$ cat src/design/pbp_pkg.sv
// Package for the palette bit packer: shared constants, codes and types.
// No dependencies; used by every module of the block but pbp_ram.
package pbp_pkg;

    localparam int MAX_ENTRIES_DEF       = 4096;
    localparam int MAX_PALETTE_DEF       = 256;
    localparam int BLOCK_GLOBAL_BITS_DEF = 15;
    localparam int BIOME_GLOBAL_BITS_DEF = 7;
    localparam int BIOME_PALETTE_LIMIT   = 8;
    localparam int BLOCK_MIN_BITS        = 4;
    localparam int WORD_BITS             = 64;
    localparam int ID_W                  = 32;
    localparam int CNT_W                 = 13;

    // Output kinds.
    localparam logic [1:0] KIND_HEADER  = 2'd0;
    localparam logic [1:0] KIND_PALETTE = 2'd1;
    localparam logic [1:0] KIND_STORAGE = 2'd2;
    localparam logic [1:0] KIND_NONE    = 2'd3;

    // Actions.
    localparam logic ACT_LOAD  = 1'b0;
    localparam logic ACT_DRAIN = 1'b1;

    // Configuration register indexes.
    localparam logic REG_BLOCK_MODE  = 1'b0;
    localparam logic REG_ENTRY_COUNT = 1'b1;

    // One queued command from the front to the back.
    typedef struct packed {
        logic        action;
        logic [31:0] global_id;
    } cmd_t;

    // One result item.
    typedef struct packed {
        logic [1:0]  kind;
        logic [3:0]  bits_used;
        logic [8:0]  palette_size;
        logic [63:0] word;
        logic        last;
    } res_t;

endpackage

$ cat src/design/pbp_front.sv
// Front part: accepts input transfers and queues them for the back part.
// Depends on pbp_pkg.
module pbp_front (
    input  logic          aclk,
    input  logic          aresetn,
    input  logic          in_valid,
    output logic          in_ready,
    input  pbp_pkg::cmd_t in_cmd,
    output logic          q_valid,
    input  logic          q_pop,
    output pbp_pkg::cmd_t q_cmd
);
    pbp_pkg::cmd_t buf_reg [2];
    logic [1:0] cnt_reg, cnt_next;
    logic       rd_reg, wr_reg;
    logic       push;

    assign in_ready = (cnt_reg != 2'd2);
    assign push     = in_valid && in_ready;
    assign q_valid  = (cnt_reg != 2'd0);
    assign q_cmd    = buf_reg[rd_reg];

    // Occupancy of the two-entry queue.
    always_comb begin
        cnt_next = cnt_reg;
        if (push && !(q_pop && q_valid)) begin
            cnt_next = cnt_reg + 2'd1;
        end else if (!push && q_pop && q_valid) begin
            cnt_next = cnt_reg - 2'd1;
        end
    end

    // Queue pointers.
    always_ff @(posedge aclk) begin
        if (!aresetn) begin
            cnt_reg <= '0;
            rd_reg  <= 1'b0;
            wr_reg  <= 1'b0;
        end else begin
            cnt_reg <= cnt_next;
            if (push) begin
                wr_reg <= ~wr_reg;
            end
            if (q_pop && q_valid) begin
                rd_reg <= ~rd_reg;
            end
        end
    end

    // Queue storage.
    always_ff @(posedge aclk) begin
        if (push) begin
            buf_reg[wr_reg] <= in_cmd;
        end
    end
endmodule

$ cat config.mk
export PLATFORM = sky130hd
export DESIGN_NAME = pbp_front
export DESIGN_NICKNAME = d
export VERILOG_FILES = /design/src/design/pbp_pkg.sv /design/src/design/pbp_front.sv
export SDC_FILE = /design/constraint.sdc
export NUM_CORES = 1
export LEC_CHECK = 0
export BUFFER_PORTS_ARGS = -buffer_cell sky130_fd_sc_hd__clkbuf_2
export CAP_MARGIN = 10
export CORE_UTILIZATION = 30
export DETAILED_ROUTE_END_ITERATION = 10
export PLACE_DENSITY = 0.58
export SLEW_MARGIN = 0
export SYNTH_ARGS = -nofsm -noshare
export SYNTH_HDL_FRONTEND = slang
export SYNTH_SLANG_ARGS = --single-unit
$ cat constraint.sdc
create_clock -name aclk -period 1.9 [get_ports aclk]
set_input_delay 0.19 -clock aclk [delete_from_list [all_inputs] [get_ports aclk]]
set_output_delay 0.19 -clock aclk [all_outputs]
set_load 0.05 [all_outputs]
==> results_dict.tcl <==
set metrics [dict create \
    hold_path.class "in2reg" \
    ir_drop_v 0.000266 \
    grt_pass1_vias 1489 \
    r2r_slack_ns 0.37 \
    maxCapViolCount 0 \
    synthAdderAreaFrac_pct 0 \
    worst_pin_slew_ns 0.298 \
    grt_antenna_before_repair 0 \
    num-fill-cells 832 \
    die_w_um 97.8 \
    crit_path_end_kind "output pin" \
    relSlewSlack_pct 80.2 \
    drive_above_1_share_pct 58.1 \
    p_per_area_nw_per_um2 1000 \
    seqPwrFrac_pct 53.3 \
    ctsHoldBuffers 0 \
    route.vias.total 1392 \
    cts_setup_buffers 0 \
    grt_pass1_wl_mm 7.38 \
    synth.area.mux_share_pct 17.9 \
    drv_slew 0 \
    synth_top_family_by_area "multiplexers" \
    min_from "in_cmd[20]" \
    fin_crit_ns 1.72 \
    root_buffer "clkbuf_8" \
    setup_viol 0 \
    setup_tns_ns 0 \
    synth_xor_area_share_pct 0.318 \
    cp.arrival_ns 1.53 \
    place_congestion 0.670 \
    core_region_area_um2 8810 \
    cp_max_fo 33 \
    violations "design-rule violations" \
    path_class "reg2out" \
    routedWlPerCell_um 14.0 \
    vias_per_cell 4.31 \
    status "finished, violations left" \
    clock_power_share_pct 27.2 \
    swShare_pct 27.8 \
    timing.final.crit_share_pct 90.7 \
    die_area_um2 9570 \
    largest_reg_flops 66 \
    post_cts_resized 0 \
    regToRegEndpoint "buf_reg[0][24]" \
    timing.rr.start "cnt_reg[0]" \
    seq_area_um2 2080 \
    ys_types 22 \
    ys.warnings.count 0 \
    insertion_delay_ns 0.32 \
    placed_cell_area_um2 3270 \
    drt_iter0_drc 69 \
    total_leakage_power_nw 1.34 \
    core.rowCount 34 \
    die_h_um 97.8 \
    htreeDepth 3 \
    dr.pass1.iters 8 \
    synth.avg_cell_area_um2 21.2 \
    cts.sinks 71 \
    final_cell_area_um2 3420 \
    grt_setup_unrepaired "no" \
    synthFlopType "edfxtp_1" \
    track_usage_pct 10.5 \
    syn_nets 167 \
    grt_remaining_overflow 0 \
    hold_depth 1 \
    post-dp-hpwl_mm 3.12 \
    clockBufferDepth 2 \
    yosysSeqAreaShare_pct 75.6 \
    cts_buffers 9 \
    synth_compound_area_share_pct 1.91 \
    drc 14 \
    syn_area_um2 2750 \
    postLayoutCoreUtil_pct 38.9 \
    wirelength_mm 4.53 \
    critPathRequiredTime_ns 1.71 \
    clkSlewWorstSetupHoldPaths_ns 0.07 \
    internal_power_mw 2.48 \
    combPwrFrac_pct 19.5 \
    cts_tree "yes" \
    top_level_ports 72 \
    synth_edf_count 66 \
    syn_inst 130 \
    power_switching_mw 0.956 \
    ant_nets 0 \
    cp-start-kind "register" \
    hold_viol 0 \
    min_to "buf_reg[1][20]" \
    initial_core_util_pct 31.3 \
    port_buffers 71 \
    layout-area-overhead-vs-synth_pct 24.3 \
    synth_simple_gate_area_share_pct 2.54 \
    async_flop_share_pct 0 \
    nNetsFinal 248 \
    ys_seq_elements 71 \
    r2r_cells 4 \
    power_mw 3.44 \
    fin_worst_skew_ns 0.00439 \
    multi_input_area_um2 626 \
    num_antenna_cells 0 \
    fmax_mhz 580 \
    grt_max_degree 34 \
]
power groups by stage:
stage	registers (mW)	logic, mW	clock network (mW)
6_report	1.83	0.669	0.937
4_1_cts	1.83	0.680	0.988
2_1_floorplan	1.86	0.522	0
3_3_place_gp	1.86	0.676	0
5_1_grt	1.84	0.704	1.06
3_5_place_dp	1.87	0.679	0
metal layers:
metal / vias up / GRT usage [%] / wire (µm)
met3: 5 / 3.36 / 262
met2: 44 / 17.8 / 2340
met1: 679 / 11.4 / 1860
met5: - / 0 / 0
li1: 664 / - / -
met4: 0 / 6.99 / 68
stage by stage:
step	hold slack, ns	cells	worst slack (ns)
2_1_floorplan	0.289	130	0.114
3_3_place_gp	0.380	308	0.399
3_5_place_dp	0.383	308	0.356
4_1_cts	0.0271	323	0.134
5_1_grt	0.0242	323	0.0890
6_report	0.0532	323	0.177
worst max path at each step:
stage	startpoint	to	cells past startpoint
CTS	register	q_cmd[26]	3
finish	register	q_cmd[25]	3
detailed placement	cnt_reg[0]	buf_reg[0][25]	4
floorplan	cnt_reg[0]	buf_reg[0][0]	3
global route	register	q_cmd[26]	3
global placement	cnt_reg[0]	buf_reg[0][23]	4
cells in the mapped netlist, types with 2 or more instances:
library cell  count  area [µm²]
a21oi_1           2        10.0
and2_1            3        18.8
buf_6             3        33.8
dfxtp_1           5         100
edfxtp_1         66        1980
inv_1             2        7.51
mux2_2            3        33.8
mux2_4           30         450
nand2_1           2        7.51
nand3b_1          2        15.0
cell usage in the layout (no fill, tap or decap):
cell type and instances:
nand2b_1 1, clkinv_1 3, mux2_2 3, o221ai_1 1
xnor2_1 1, o21ai_1 1, nand2_1 2, edfxtp_1 66
a21bo_1 1, buf_12 3, clkbuf_8 9, nand2b_2 1
clkbuf_2 71, nand3b_1 2, mux2_4 30, o21a_1 1
or2_2 1, clkinvlp_4 2, mux2i_1 1, a21oi_1 2
and2_1 3, dfxtp_2 1, dfxtp_1 4, a21boi_2 1
clkinv_2 2, and3_2 1, inv_1 1
cell type report:
type	instances	area share (%)
multi-input combinational	53	18.3
clock buffer	9	3.62
inverter	2	0.329
timing repair buffer	74	12.1
clock inverter	6	0.841
sequential	71	60.9
tap	108	3.95
kinds of logic after synthesis:
kind of cell / count (synthesis)
AOI/OAI and AO/OA: 7
DFF: 71
xor gates and xnor gates: 1
buffers and inverters: 6
and+or+nand+nor: 11
muxes: 34
worst max-delay path: stages, from the launching register on:
cell and delay (ns):
dfxtp_2 0.34, buf_12 0.25, mux2_2 0.37, clkbuf_2 0.23
(Power assumes the default switching activity.)
